`src/rtl/assert_macros.svh`:
```
// Assertion helpers shared by the RTL. Define ASSERT_OFF to compile them away.
`ifndef ASSERT_MACROS_SVH
`define ASSERT_MACROS_SVH

`ifndef ASSERT_OFF

// Property that must hold on every clock edge outside reset.
`define ASSERT_ALWAYS(label, clk, rst_n, prop, msg) \
  label: assert property (@(posedge clk) disable iff (!rst_n) (prop)) else $error(msg);

// Implication checked on every clock edge outside reset.
`define ASSERT_IMPLIES(label, clk, rst_n, ante, cons, msg) \
  label: assert property (@(posedge clk) disable iff (!rst_n) (ante) |-> (cons)) \
    else $error(msg);

// Consequence checked in the cycle after the antecedent.
`define ASSERT_NEXT(label, clk, rst_n, ante, cons, msg) \
  label: assert property (@(posedge clk) disable iff (!rst_n) (ante) |=> (cons)) \
    else $error(msg);

`else

`define ASSERT_ALWAYS(label, clk, rst_n, prop, msg)
`define ASSERT_IMPLIES(label, clk, rst_n, ante, cons, msg)
`define ASSERT_NEXT(label, clk, rst_n, ante, cons, msg)

`endif

`endif

```
`src/rtl/dtp_tlv_pkg.sv`:
```
`timescale 1ns / 1ps

package dtp_tlv_pkg;

  localparam int unsigned DtpMaxPayloadBytes = 2048;

  // TLV header is a 16-bit type followed by a 16-bit length, both big-endian.
  localparam int unsigned HdrBytes  = 4;
  localparam int unsigned MacBytes  = 6;
  localparam int unsigned MacCntW   = 3;
  localparam int unsigned DomOffW   = 11;
  localparam int unsigned DomOffMax = 2047;

  typedef logic [15:0] tlv_type_t;

  localparam tlv_type_t TlvEnd       = 16'd0;
  localparam tlv_type_t TlvDomain    = 16'd1;
  localparam tlv_type_t TlvStatus    = 16'd2;
  localparam tlv_type_t TlvTrunkType = 16'd3;
  localparam tlv_type_t TlvNeighbor  = 16'd4;

  // Summary of one frame; the first member sits in the highest bits.
  typedef struct packed {
    logic               malformed;
    logic [DomOffW-1:0] domain_offset;
    logic               domain_present;
    logic [47:0]        neighbor_mac;
    logic [3:0]         type_oper;
    logic [3:0]         type_admin;
    logic [3:0]         status_oper;
    logic [3:0]         status_admin;
    logic [7:0]         version;
  } result_t;

  localparam int unsigned ResultW  = $bits(result_t);
  localparam int unsigned OutDataW = ((ResultW + 7) / 8) * 8;

endpackage

```
`src/rtl/dtp_tlv_frame_parser.sv`:
```
`timescale 1ns / 1ps

`include "assert_macros.svh"

// Parses a trunking-negotiation payload streamed one byte per beat, version
// byte first, and returns one summary beat per frame (version, status and
// trunk-type nibbles, neighbor address, domain string offset, malformed flag)
// for the input beat that carries tlast. A byte is taken on every cycle: the
// whole per-byte update is one pass of logic into the running TLV state, and
// the summary is held in an output register until it is taken. The summary
// is registered and appears in the cycle after its last byte is accepted;
// the input stalls only while a summary is held and m_axis_tready is low.
// Bytes at offsets of MAX_PAYLOAD_BYTES or beyond are ignored but the last
// mark still closes the frame.
module dtp_tlv_frame_parser
  import dtp_tlv_pkg::*;
#(
  parameter int unsigned MAX_PAYLOAD_BYTES = DtpMaxPayloadBytes
) (
  input  logic                clk_i,
  input  logic                rst_ni,
  input  logic                s_axis_tvalid,
  output logic                s_axis_tready,
  input  logic [7:0]          s_axis_tdata,  // [7:0] data_byte
  input  logic                s_axis_tlast,  // last_byte
  output logic                m_axis_tvalid,
  input  logic                m_axis_tready,
  // [7:0] version, [11:8] status_admin, [15:12] status_oper, [19:16] type_admin,
  // [23:20] type_oper, [71:24] neighbor_mac, [72] domain_present,
  // [83:73] domain_offset, [84] malformed, rest zero
  output logic [OutDataW-1:0] m_axis_tdata
);

  localparam int unsigned OffW = $clog2(MAX_PAYLOAD_BYTES + 1);
  localparam int unsigned CmpW = (OffW > 16) ? OffW : 16;
  localparam int unsigned SumW = ((OffW + 1) > DomOffW) ? (OffW + 1) : DomOffW;

  logic [OffW-1:0]    off_q, off_d;
  logic [OffW-1:0]    start_q, start_d;
  logic [31:0]        hdr_q, hdr_d;
  logic               stopped_q, stopped_d;
  logic               malformed_q, malformed_d;
  logic [7:0]         ver_q, ver_d;
  logic [7:0]         stat_q, stat_d;
  logic [7:0]         ttype_q, ttype_d;
  logic               dom_p_q, dom_p_d;
  logic [DomOffW-1:0] dom_off_q, dom_off_d;
  logic [47:0]        mac_q, mac_d;
  logic [MacCntW-1:0] mac_cnt_q, mac_cnt_d;

  logic               out_valid_q, out_valid_d;
  result_t            res_q, res_d;

  logic               s_acc;
  logic [OffW-1:0]    rel;
  logic [OffW-1:0]    rel_eff;
  logic               wrap;
  logic [31:0]        hdr_new;
  tlv_type_t          new_type;
  logic [15:0]        new_len;
  tlv_type_t          cur_type;
  logic [SumW-1:0]    dom_sum;

  assign s_axis_tready = !out_valid_q || m_axis_tready;
  assign s_acc         = s_axis_tvalid && s_axis_tready;

  assign rel      = off_q - start_q;
  assign wrap     = (rel >= OffW'(HdrBytes)) && (hdr_q[15:0] >= 16'(HdrBytes)) &&
                    (CmpW'(rel) >= CmpW'(hdr_q[15:0]));
  assign rel_eff  = wrap ? '0 : rel;
  assign hdr_new  = {hdr_q[23:0], s_axis_tdata};
  assign new_type = hdr_new[31:16];
  assign new_len  = hdr_new[15:0];
  assign cur_type = hdr_q[31:16];
  assign dom_sum  = SumW'(start_q) + SumW'(HdrBytes);

  always_comb begin
    off_d       = off_q;
    start_d     = start_q;
    hdr_d       = hdr_q;
    stopped_d   = stopped_q;
    malformed_d = malformed_q;
    ver_d       = ver_q;
    stat_d      = stat_q;
    ttype_d     = ttype_q;
    dom_p_d     = dom_p_q;
    dom_off_d   = dom_off_q;
    mac_d       = mac_q;
    mac_cnt_d   = mac_cnt_q;

    if (s_acc) begin
      if (off_q == '0) begin
        ver_d = s_axis_tdata;
      end else if (!stopped_q && (off_q < OffW'(MAX_PAYLOAD_BYTES))) begin
        if (wrap) begin
          start_d = off_q;
        end
        if (rel_eff < OffW'(HdrBytes)) begin
          hdr_d = hdr_new;
          // The header is complete on its fourth byte; only then act on it.
          if (rel_eff == OffW'(HdrBytes - 1)) begin
            if (new_type == TlvEnd) begin
              stopped_d = 1'b1;
            end else if ((new_len != 16'd0) && (new_len < 16'(HdrBytes))) begin
              malformed_d = 1'b1;
              stopped_d   = 1'b1;
            end else begin
              priority if (new_type == TlvDomain) begin
                dom_p_d   = 1'b1;
                dom_off_d = (dom_sum > SumW'(DomOffMax)) ? DomOffW'(DomOffMax)
                                                         : DomOffW'(dom_sum);
              end else if (new_type == TlvStatus) begin
                stat_d = '0;
              end else if (new_type == TlvTrunkType) begin
                ttype_d = '0;
              end else if (new_type == TlvNeighbor) begin
                mac_d     = '0;
                mac_cnt_d = '0;
              end else begin
              end
            end
          end
        end else begin
          priority if ((cur_type == TlvStatus) && (rel_eff == OffW'(HdrBytes))) begin
            stat_d = s_axis_tdata;
          end else if ((cur_type == TlvTrunkType) && (rel_eff == OffW'(HdrBytes))) begin
            ttype_d = s_axis_tdata;
          end else if ((cur_type == TlvNeighbor) &&
                       (rel_eff < OffW'(HdrBytes + MacBytes))) begin
            mac_d     = {mac_q[39:0], s_axis_tdata};
            mac_cnt_d = mac_cnt_q + MacCntW'(1);
          end else begin
          end
        end
      end
      if (off_q < OffW'(MAX_PAYLOAD_BYTES)) begin
        off_d = off_q + OffW'(1);
      end
    end
  end

  // Summary built from the state as updated by the closing byte.
  always_comb begin
    res_d                = res_q;
    res_d.version        = ver_d;
    res_d.status_admin   = stat_d[3:0];
    res_d.status_oper    = stat_d[7:4];
    res_d.type_admin     = ttype_d[3:0];
    res_d.type_oper      = ttype_d[7:4];
    res_d.neighbor_mac   = (mac_cnt_d == MacCntW'(MacBytes)) ? mac_d : '0;
    res_d.domain_present = dom_p_d;
    res_d.domain_offset  = dom_off_d;
    res_d.malformed      = malformed_d;

    if (s_acc && s_axis_tlast) begin
      out_valid_d = 1'b1;
    end else if (m_axis_tready) begin
      out_valid_d = 1'b0;
    end else begin
      out_valid_d = out_valid_q;
    end
  end

  always_ff @(posedge clk_i or negedge rst_ni) begin
    if (!rst_ni) begin
      off_q       <= '0;
      start_q     <= OffW'(1);
      hdr_q       <= '0;
      stopped_q   <= 1'b0;
      malformed_q <= 1'b0;
      ver_q       <= '0;
      stat_q      <= '0;
      ttype_q     <= '0;
      dom_p_q     <= 1'b0;
      dom_off_q   <= '0;
      mac_q       <= '0;
      mac_cnt_q   <= '0;
      out_valid_q <= 1'b0;
    end else begin
      out_valid_q <= out_valid_d;
      if (s_acc && s_axis_tlast) begin
        // The frame is closed: start over for the next one.
        off_q       <= '0;
        start_q     <= OffW'(1);
        hdr_q       <= '0;
        stopped_q   <= 1'b0;
        malformed_q <= 1'b0;
        ver_q       <= '0;
        stat_q      <= '0;
        ttype_q     <= '0;
        dom_p_q     <= 1'b0;
        dom_off_q   <= '0;
        mac_q       <= '0;
        mac_cnt_q   <= '0;
      end else begin
        off_q       <= off_d;
        start_q     <= start_d;
        hdr_q       <= hdr_d;
        stopped_q   <= stopped_d;
        malformed_q <= malformed_d;
        ver_q       <= ver_d;
        stat_q      <= stat_d;
        ttype_q     <= ttype_d;
        dom_p_q     <= dom_p_d;
        dom_off_q   <= dom_off_d;
        mac_q       <= mac_d;
        mac_cnt_q   <= mac_cnt_d;
      end
    end
  end

  always_ff @(posedge clk_i) begin
    if (s_acc && s_axis_tlast) begin
      res_q <= res_d;
    end
  end

  assign m_axis_tvalid = out_valid_q;
  assign m_axis_tdata  = OutDataW'(res_q);

  `ASSERT_NEXT(a_last_restarts, clk_i, rst_ni, s_acc && s_axis_tlast, off_q == '0, "offset not cleared after last beat")
  `ASSERT_IMPLIES(a_start_behind, clk_i, rst_ni, off_q != '0, start_q <= off_q, "TLV start ahead of byte offset")
  `ASSERT_ALWAYS(a_mac_count, clk_i, rst_ni, mac_cnt_q <= MacCntW'(MacBytes), "neighbor byte count overran")
  `ASSERT_IMPLIES(a_malformed_stops, clk_i, rst_ni, malformed_q, stopped_q, "malformed TLV did not stop parsing")
  `ASSERT_IMPLIES(a_result_source, clk_i, rst_ni, $rose(m_axis_tvalid), $past(s_acc && s_axis_tlast), "summary beat without a last input beat")

endmodule
```
`config.mk`:
```
export PLATFORM = sky130hd
export DESIGN_NAME = dtp_tlv_frame_parser
export DESIGN_NICKNAME = d
export VERILOG_FILES = /design/src/rtl/dtp_tlv_pkg.sv /design/src/rtl/dtp_tlv_frame_parser.sv
export VERILOG_INCLUDE_DIRS = /design/src /design/src/rtl
export SDC_FILE = /design/constraint.sdc
export NUM_CORES = 1
export LEC_CHECK = 0
export BUFFER_PORTS_ARGS = -buffer_cell sky130_fd_sc_hd__buf_2
export CAP_MARGIN = 20
export CELL_PAD_IN_SITES_DETAIL_PLACEMENT = 1
export CELL_PAD_IN_SITES_GLOBAL_PLACEMENT = 2
export CORE_MARGIN = 8
export CORE_UTILIZATION = 30
export DETAILED_ROUTE_END_ITERATION = 12
export PLACE_DENSITY = 0.63
export SYNTH_ARGS = -nofsm -noshare
export SYNTH_HDL_FRONTEND = slang
export SYNTH_SLANG_ARGS = --single-unit
export TNS_END_PERCENT = 20
```
`constraint.sdc`:
```
create_clock -name clk_i -period 6.7 [get_ports clk_i]
set_input_delay 1.005 -clock clk_i [delete_from_list [all_inputs] [get_ports clk_i]]
set_output_delay 1.005 -clock clk_i [all_outputs]
set_load 0.01 [all_outputs]
```
After elaboration in Yosys (flattened, before gate mapping)

Cells that the tools add are included.

$add $sub $neg: 4
Mux-type cells: 108
Reductions and logical operators: 27
Order comparisons: 8
Equality and inequality tests: 11

Operators by type and width:

| kind                    | count |
|---|---|
| $mux W48                | 15 |
| $mux W8                 | 27 |
| $mux W32                | 5 |
| $mux W11                | 10 |
| $mux W12                | 9 |
| $eq A16 B2 Y1 const B   | 4 |
| $mux W3                 | 15 |
| $eq A16 B3 Y1 const B   | 2 |
| $mux W1                 | 27 |
| $eq A16 B1 Y1 const B   | 1 |
| $ge A12 B16 Y1          | 1 |
| $ge A16 B3 Y1 const B   | 1 |
| $logic_not A16 Y1       | 1 |
| $lt A16 B3 Y1 const B   | 1 |
| $reduce_bool A16 Y1     | 1 |
| $reduce_bool A2 Y1      | 7 |
| $add A12 B3 Y13 const B | 1 |
| $gt A13 B11 Y1 const B  | 1 |
| $add A12 B1 Y12 const B | 1 |
| $eq A12 B2 Y1 const B   | 1 |
| $eq A12 B3 Y1 const B   | 1 |
| $ge A12 B3 Y1 const B   | 1 |
| $logic_not A12 Y1       | 1 |
| $lt A12 B12 Y1 const B  | 1 |
| 13 further kinds        | 23 |

Input bits: 13
Output and inout bits: 90
Register bits: 231
Word-level logic and storage cells: 180

Logic depth before layout (Yosys ltp)

Depth in word-level cells: 15
Gate-level depth with buffers: 20
Depth with buffers taken out: 18

Worst setup path after synthesis

OpenSTA, ideal clock, no wires.

Kind: in2reg
From: input m_axis_tready
To: register res_q, in the netlist m_axis_tdata[0] (enable)
Buffers on the path: 2
Setup slack: 1957 ps
Cell stages on the path: 5
Data required time: 6217 ps
Arrival: 4261 ps
Setup time: 483 ps
Path through: nand2b_1 nand3_1 inv_1 clkbuf_1 clkbuf_1

Cells in the longest elaborated chain, start to end: 3

Ends and longest elaborated chain:

| element                | line                        | text |
|---|---|---|
| start: declaration     | dtp_tlv_frame_parser.sv:27  | `input logic m_axis_tready,` |
| $logic_or A1 B1 Y1     | dtp_tlv_frame_parser.sv:64  | `assign s_axis_tready = !out_valid_q \|\| m_axis_tready;` |
| $logic_and A1 B1 Y1    | dtp_tlv_frame_parser.sv:65  | `assign s_acc = s_axis_tvalid && s_axis_tready;` |
| $logic_and A1 B1 Y1    | dtp_tlv_frame_parser.sv:213 | `if (s_acc && s_axis_tlast) begin` |
| end signal: assignment | dtp_tlv_frame_parser.sv:214 | `res_q <= res_d;` |
| end: declaration       | dtp_tlv_frame_parser.sv:52  | `result_t res_q, res_d;` |

No other way between the ends.
A chain may end at the register's enable or synchronous reset.

Worst setup path in the final report

From: register start_q[2]
To: register res_q, in the netlist m_axis_tdata[71] (data pin)

Cells in the longest elaborated chain, start to end: 15
Elaborated cells between the ends (all ways): 30
Those cells by class: 1 x add/sub; 4 x order compare; 3 x eq/ne; 17 x mux; 5 x reduce/logical

Ends and longest elaborated chain:

| element                           | line                        | text |
|---|---|---|
| start: declaration                | dtp_tlv_frame_parser.sv:39  | `logic [OffW-1:0] start_q, start_d;` |
| start signal: assignment          | dtp_tlv_frame_parser.sv:167 | `start_q <= OffW'(1);` |
| start signal: assignment          | dtp_tlv_frame_parser.sv:184 | `start_q <= OffW'(1);` |
| start signal: assignment          | dtp_tlv_frame_parser.sv:197 | `start_q <= start_d;` |
| $sub A12 B12 Y12 *                | dtp_tlv_frame_parser.sv:67  | `assign rel = off_q - start_q;` |
| $ge A12 B3 Y1                     | dtp_tlv_frame_parser.sv:68  | `assign wrap = (rel >= OffW'(HdrBytes)) && (hdr_q[15:0] >= 16'(HdrBytes)) &&` |
| $logic_and A1 B1 Y1 (2 in series) | dtp_tlv_frame_parser.sv:68  |  |
| $mux W12 *                        | dtp_tlv_frame_parser.sv:70  | `assign rel_eff = wrap ? '0 : rel;` |
| $lt A12 B4 Y1                     | dtp_tlv_frame_parser.sv:129 | `(rel_eff < OffW'(HdrBytes + MacBytes))) begin` |
| $logic_and A1 B1 Y1               | dtp_tlv_frame_parser.sv:128 | `end else if ((cur_type == TlvNeighbor) &&` |
| $mux W3                           | dtp_tlv_frame_parser.sv:128 |  |
| $mux W3                           | dtp_tlv_frame_parser.sv:126 | `end else if ((cur_type == TlvTrunkType) && (rel_eff == OffW'(HdrBytes))) begin` |
| $mux W3                           | dtp_tlv_frame_parser.sv:124 | `priority if ((cur_type == TlvStatus) && (rel_eff == OffW'(HdrBytes))) begin` |
| $mux W3                           | dtp_tlv_frame_parser.sv:98  | `if (rel_eff < OffW'(HdrBytes)) begin` |
| $mux W3                           | dtp_tlv_frame_parser.sv:94  | `end else if (!stopped_q && (off_q < OffW'(MAX_PAYLOAD_BYTES))) begin` |
| $mux W3                           | dtp_tlv_frame_parser.sv:92  | `if (off_q == '0) begin` |
| $mux W3                           | dtp_tlv_frame_parser.sv:91  | `if (s_acc) begin` |
| $eq A3 B3 Y1                      | dtp_tlv_frame_parser.sv:150 | `res_d.neighbor_mac = (mac_cnt_d == MacCntW'(MacBytes)) ? mac_d : '0;` |

Mark *: on every way between the ends. The rest lies on a longest branch, timed or not.

==> results.md <==
Outcome:
- The run finished with clean final reports.

Setup path:
- The setup path with the least slack is of type flop to flop.
- The required arrival time at the worst endpoint is roughly 7000 ps.
- The endpoint arrival time on the critical path is 5370 ps.
- The type of element capturing the critical path is a flop.
- The kind of start point of the critical path is a flop.
- In this run the worst path has a maximum fanout of 25.

CTS:
- The maximum clock path buffer count is 3.
- The tree built by TritonCTS fans out to 231 sinks.
- The cell sitting at the root of the clock tree is a sky130_fd_sc_hd__clkbuf_16.
- CTS built an H-tree with a depth of 1.
- The total CTS buffers is 27.
- The clock-pin slew reported for the worst setup and hold paths after clock tree synthesis is around 60 ps.
- The source-to-sink clock delay at the later pin of the worst-skew pair is 530 ps.
- The post-CTS repair timing setup buffer count is 0.
- After clock tree synthesis, the flow added hold-fix buffers numbering 0.
- The TritonCTS clock tree is yes.
- The number of gates resized after CTS was 0.

Synth:
- The most common cell in the netlist is sky130_fd_sc_hd__dfrtp_1.
- The sequential cell area fraction in the yosys report is 56.36%.
- The synthesized design contains 231 register bits.
- The distinct cell type count of the synthesized netlist is 71.
- sky130_fd_sc_hd__dfrtp_1 takes more of the synthesized area than any other cell.
- The multiplexer fraction of the synthesized cell area is 10.18%.
- Sorting the synthesized cells by area gives the leading types as sky130_fd_sc_hd__dfrtp_1 33%, sky130_fd_sc_hd__edfxtp_1 23%, sky130_fd_sc_hd__mux2i_1 8.5%.
- The combinational family with the most area after synthesis is simple AND/OR/NAND/NOR gates.
- The number of cells produced by synthesis is 952.
- The synthesized netlist devotes under 10% of its cell area to compound gates.
- The commonest register cell after synthesis is sky130_fd_sc_hd__dfrtp_1.
- The share of the synthesized netlist area taken by xor and xnor gates is 1.829%.
- The number of enable-type register cells in the synthesized netlist is 85.
- Of the total synthesized cell area, the portion taken by AND, OR, NAND and NOR gates is 16.82%.
- The post-synth design cell area is about 11000 um^2.
- The commonest cells after synthesis are 145 x sky130_fd_sc_hd__dfrtp_1, 130 x sky130_fd_sc_hd__nor2_1, 94 x sky130_fd_sc_hd__mux2i_1, 85 x sky130_fd_sc_hd__edfxtp_1, 48 x sky130_fd_sc_hd__nand2_1.
- The post-synthesis average cell area is roughly 12 um^2.
- The share of synthesized registers carrying an async set or reset is 63.20%.
- The top cell type's share of synthesized area is between 30% and 40%.
- Yosys printed 0 warnings.
- The synthesized-area fraction occupied by adder cells is approximately 3.2%.

Timing:
- The final hold violation count is 0.
- The achievable frequency is 0.1954 GHz.
- The count of pins over their slew limit was 0.
- For the pin with the worst max-slew slack, the measured transition is 913.9 ps.
- The worst clock skew is between 10 and 15 ps.
- The normalized max-slew margin is 39.07%.
- The number of setup violations in the final report is 0.
- The post-route fraction of the period consumed by the critical path is 76.40%.
- For the final routed database, the setup TNS stands at 0 ps.
- The worst hold-check slack is 516.6 ps.
- The clock period minus worst slack is 5119 ps.
- Setup repair after global routing left no endpoint under its margin.

Detailed routing:
- After detailed routing, the average wire length per cell comes to 20.10 um.
- For this block, the routed nets add up to 30.75 mm of wire.
- The via density per instance is 4.988.
- After detailed routing, the number of remaining DRC violations is 0.
- The post-route antenna net violation count is 0.
- Across all layers, the routed design uses between 7000 and 8000 vias.
- The first routing iteration left ~330 violations.
- The total iterations of the first detailed-routing run is 4.

GRT:
- For this run the aggregate overflow at the end of global routing stands at 0.
- The number of global-route vias before repair is about 8300.
- The initial antenna violation count is 0.
- The maximum number of pins on one net before global-route repair is 114.
- The busiest layer in global routing is met2.
- For this run, global-route usage on met1 was measured as between 15 and 20%.
- For met3 alone, demand over resource in global routing was between 2 and 2.5%.
- The wire length of the first global-routing pass is slightly below 50 mm.
- The met2 track utilization from global routing is around a quarter.
- The global-route total usage across every layer is between 10% and 20%.

Power:
- The total design power is 0.004796 W.
- In this run the power density over the cells is 374.3 nW/um^2.
- The leakage power is 6.071 nW.
- The peak supply drop is 0.1833 mV.

Hold path:
- The path class of the tightest hold or removal check is flop to flop.

Cells and area:
- The repair_antennas step left the layout with diodes totalling 0.
- The share of cells above drive strength 1 is between 10% and 20%.
- The net total in the final layout is around 1100.
- The area growth from synthesis to layout is 16.31%.

Place:
- The number of buffer cells added on primary ports is 99.
- The sum of net half-perimeters after detailed placement is 20.95 mm.
- The routability-driven placement congestion ratio is between 0.8 and 0.9.

Die:
- The core region is approximately 36000 um^2.
- The count of boundary I/O pins is 103.
- The overall die height is approximately 210 um.
- The number of standard-cell rows in the floorplan is 70.
- The width of the chip is 207.6 um.
- The floorplan step defined a die boundary enclosing ~43000 um^2.
- For this configuration, the core starts out at a cell density of 30.30%.

Flow run:
- Across the run, the number of max-cap violations was 0.
[metrics by stage]
| step | util (%) | instance area [um^2] | std cells | setup slack, ps |
|---|---|---|---|---|
| 4_1_cts | 35.16 | 12780 | 1528 | 1537 |
| 6_report | 35.25 | 12810 | 1530 | 1581 |
| 2_1_floorplan | - | 11020 | 954 | 1957 |
| 3_5_place_dp | 32.86 | 11950 | 1479 | 1564 |
| 5_1_grt | 35.25 | 12810 | 1530 | 1053 |
| 3_3_place_gp | 32.85 | 11940 | 1478 | 1622 |
[registers in the layout (all words and copies together), names as in the netlist]
signal,flops
m_axis_tdata,85
off_q,12
malformed_q,1
stat_q,8
start_q,12
hdr_q,32
ttype_q,8
dom_off_q,11
stopped_q,1
dom_p_q,1
ver_q,8
m_axis_tvalid,1
mac_cnt_q,3
mac_q,48
[cell families after synthesis]
logic type / Yosys count
AO/OA/AOI/OAI: 115
XOR/XNOR: 23
adder cells (fa/ha/maj): 28
buffers and inverters: 86
flip-flops: 231
multiplexers: 109
other: 1
AND/OR/NAND/NOR: 359
[path summary, 6_finish.rpt]
path                             from                to  slack (ps)  cells past startpoint
max                        start_q[2]  m_axis_tdata[71]        1580                     16
min                           dom_p_q  m_axis_tdata[72]         520                      1
min reg2reg                   dom_p_q  m_axis_tdata[72]         520                      1
max in group asynchronous      rst_ni        start_q[0]        5090                      3
min in group asynchronous      rst_ni         hdr_q[31]         540                      1
max reg2reg                start_q[2]  m_axis_tdata[71]        1580                     16
[worst max-delay path, stage by stage (launching register included)]
cell and delay [ps]:
sky130_fd_sc_hd__dfrtp_1 510, sky130_fd_sc_hd__inv_1 110, sky130_fd_sc_hd__ha_1 400, sky130_fd_sc_hd__o211ai_1 130
sky130_fd_sc_hd__a21o_1 220, sky130_fd_sc_hd__a21o_1 230, sky130_fd_sc_hd__a311oi_1 510, sky130_fd_sc_hd__inv_1 90
sky130_fd_sc_hd__ha_1 210, sky130_fd_sc_hd__a2111oi_0 370, sky130_fd_sc_hd__a21oi_1 150, sky130_fd_sc_hd__o2111ai_1 240
sky130_fd_sc_hd__nand2_1 260, sky130_fd_sc_hd__o21ai_0 380, sky130_fd_sc_hd__o2bb2ai_4 390, sky130_fd_sc_hd__buf_4 490
sky130_fd_sc_hd__nor3_1 110
[power breakdown]
group | internal [W] | total [W] | switching (W)
logic | 0.000656 | 0.00170 | 0.00104
clock network | 0.000834 | 0.00141 | 0.000577
registers | 0.00159 | 0.00169 | 0.000101
total | 0.00307 | 0.00480 | 0.00172
[layout by cell type (no fill, tap or decap), types with 4 or more instances in the layout]
cell type and count:
sky130_fd_sc_hd__nand2b_1 5, sky130_fd_sc_hd__o21ai_0 16, sky130_fd_sc_hd__buf_2 100, sky130_fd_sc_hd__or4_1 8, sky130_fd_sc_hd__a31o_2 6, sky130_fd_sc_hd__buf_4 7
sky130_fd_sc_hd__a22o_1 8, sky130_fd_sc_hd__and3_1 6, sky130_fd_sc_hd__or3_1 5, sky130_fd_sc_hd__nor4_1 13, sky130_fd_sc_hd__nand3_1 26, sky130_fd_sc_hd__inv_1 34
sky130_fd_sc_hd__a21oi_1 23, sky130_fd_sc_hd__nand4_1 11, sky130_fd_sc_hd__nor3_1 36, sky130_fd_sc_hd__o21a_1 6, sky130_fd_sc_hd__nor3_2 21, sky130_fd_sc_hd__or2_2 4
sky130_fd_sc_hd__clkbuf_16 27, sky130_fd_sc_hd__xor2_1 11, sky130_fd_sc_hd__edfxtp_1 85, sky130_fd_sc_hd__and2_1 28, sky130_fd_sc_hd__clkbuf_1 13, sky130_fd_sc_hd__o211a_1 5
sky130_fd_sc_hd__a211oi_1 4, sky130_fd_sc_hd__dfrtp_1 145, sky130_fd_sc_hd__xnor2_1 12, sky130_fd_sc_hd__a32o_1 6, sky130_fd_sc_hd__ha_1 27, sky130_fd_sc_hd__mux2_2 12
sky130_fd_sc_hd__a21o_1 12, sky130_fd_sc_hd__mux2i_1 94, sky130_fd_sc_hd__nand2_1 48, sky130_fd_sc_hd__nor2_1 130
[cell type report]
cell class / count / area [um^2]
clock inverter: 8 / 95.09
fill: 3997 / 23540
timing repair buffer: 110 / 611.8
clock buffer: 41 / 738.2
tap: 468 / 585.6
inverter: 35 / 133.9
multi-input combinational: 637 / 4439
sequential: 231 / 6207
[routing by layer]
layer | share of wire [%] | vias to the layer above | wire length (um)
met5 | 0 | - | 0
met4 | 2.4 | 0 | 737
li1 | - | 3608 | -
met1 | 46 | 3871 | 14210
met3 | 2.7 | 42 | 818
met2 | 49 | 111 | 14990
Note: power is estimated with default switching activity, not from simulation.
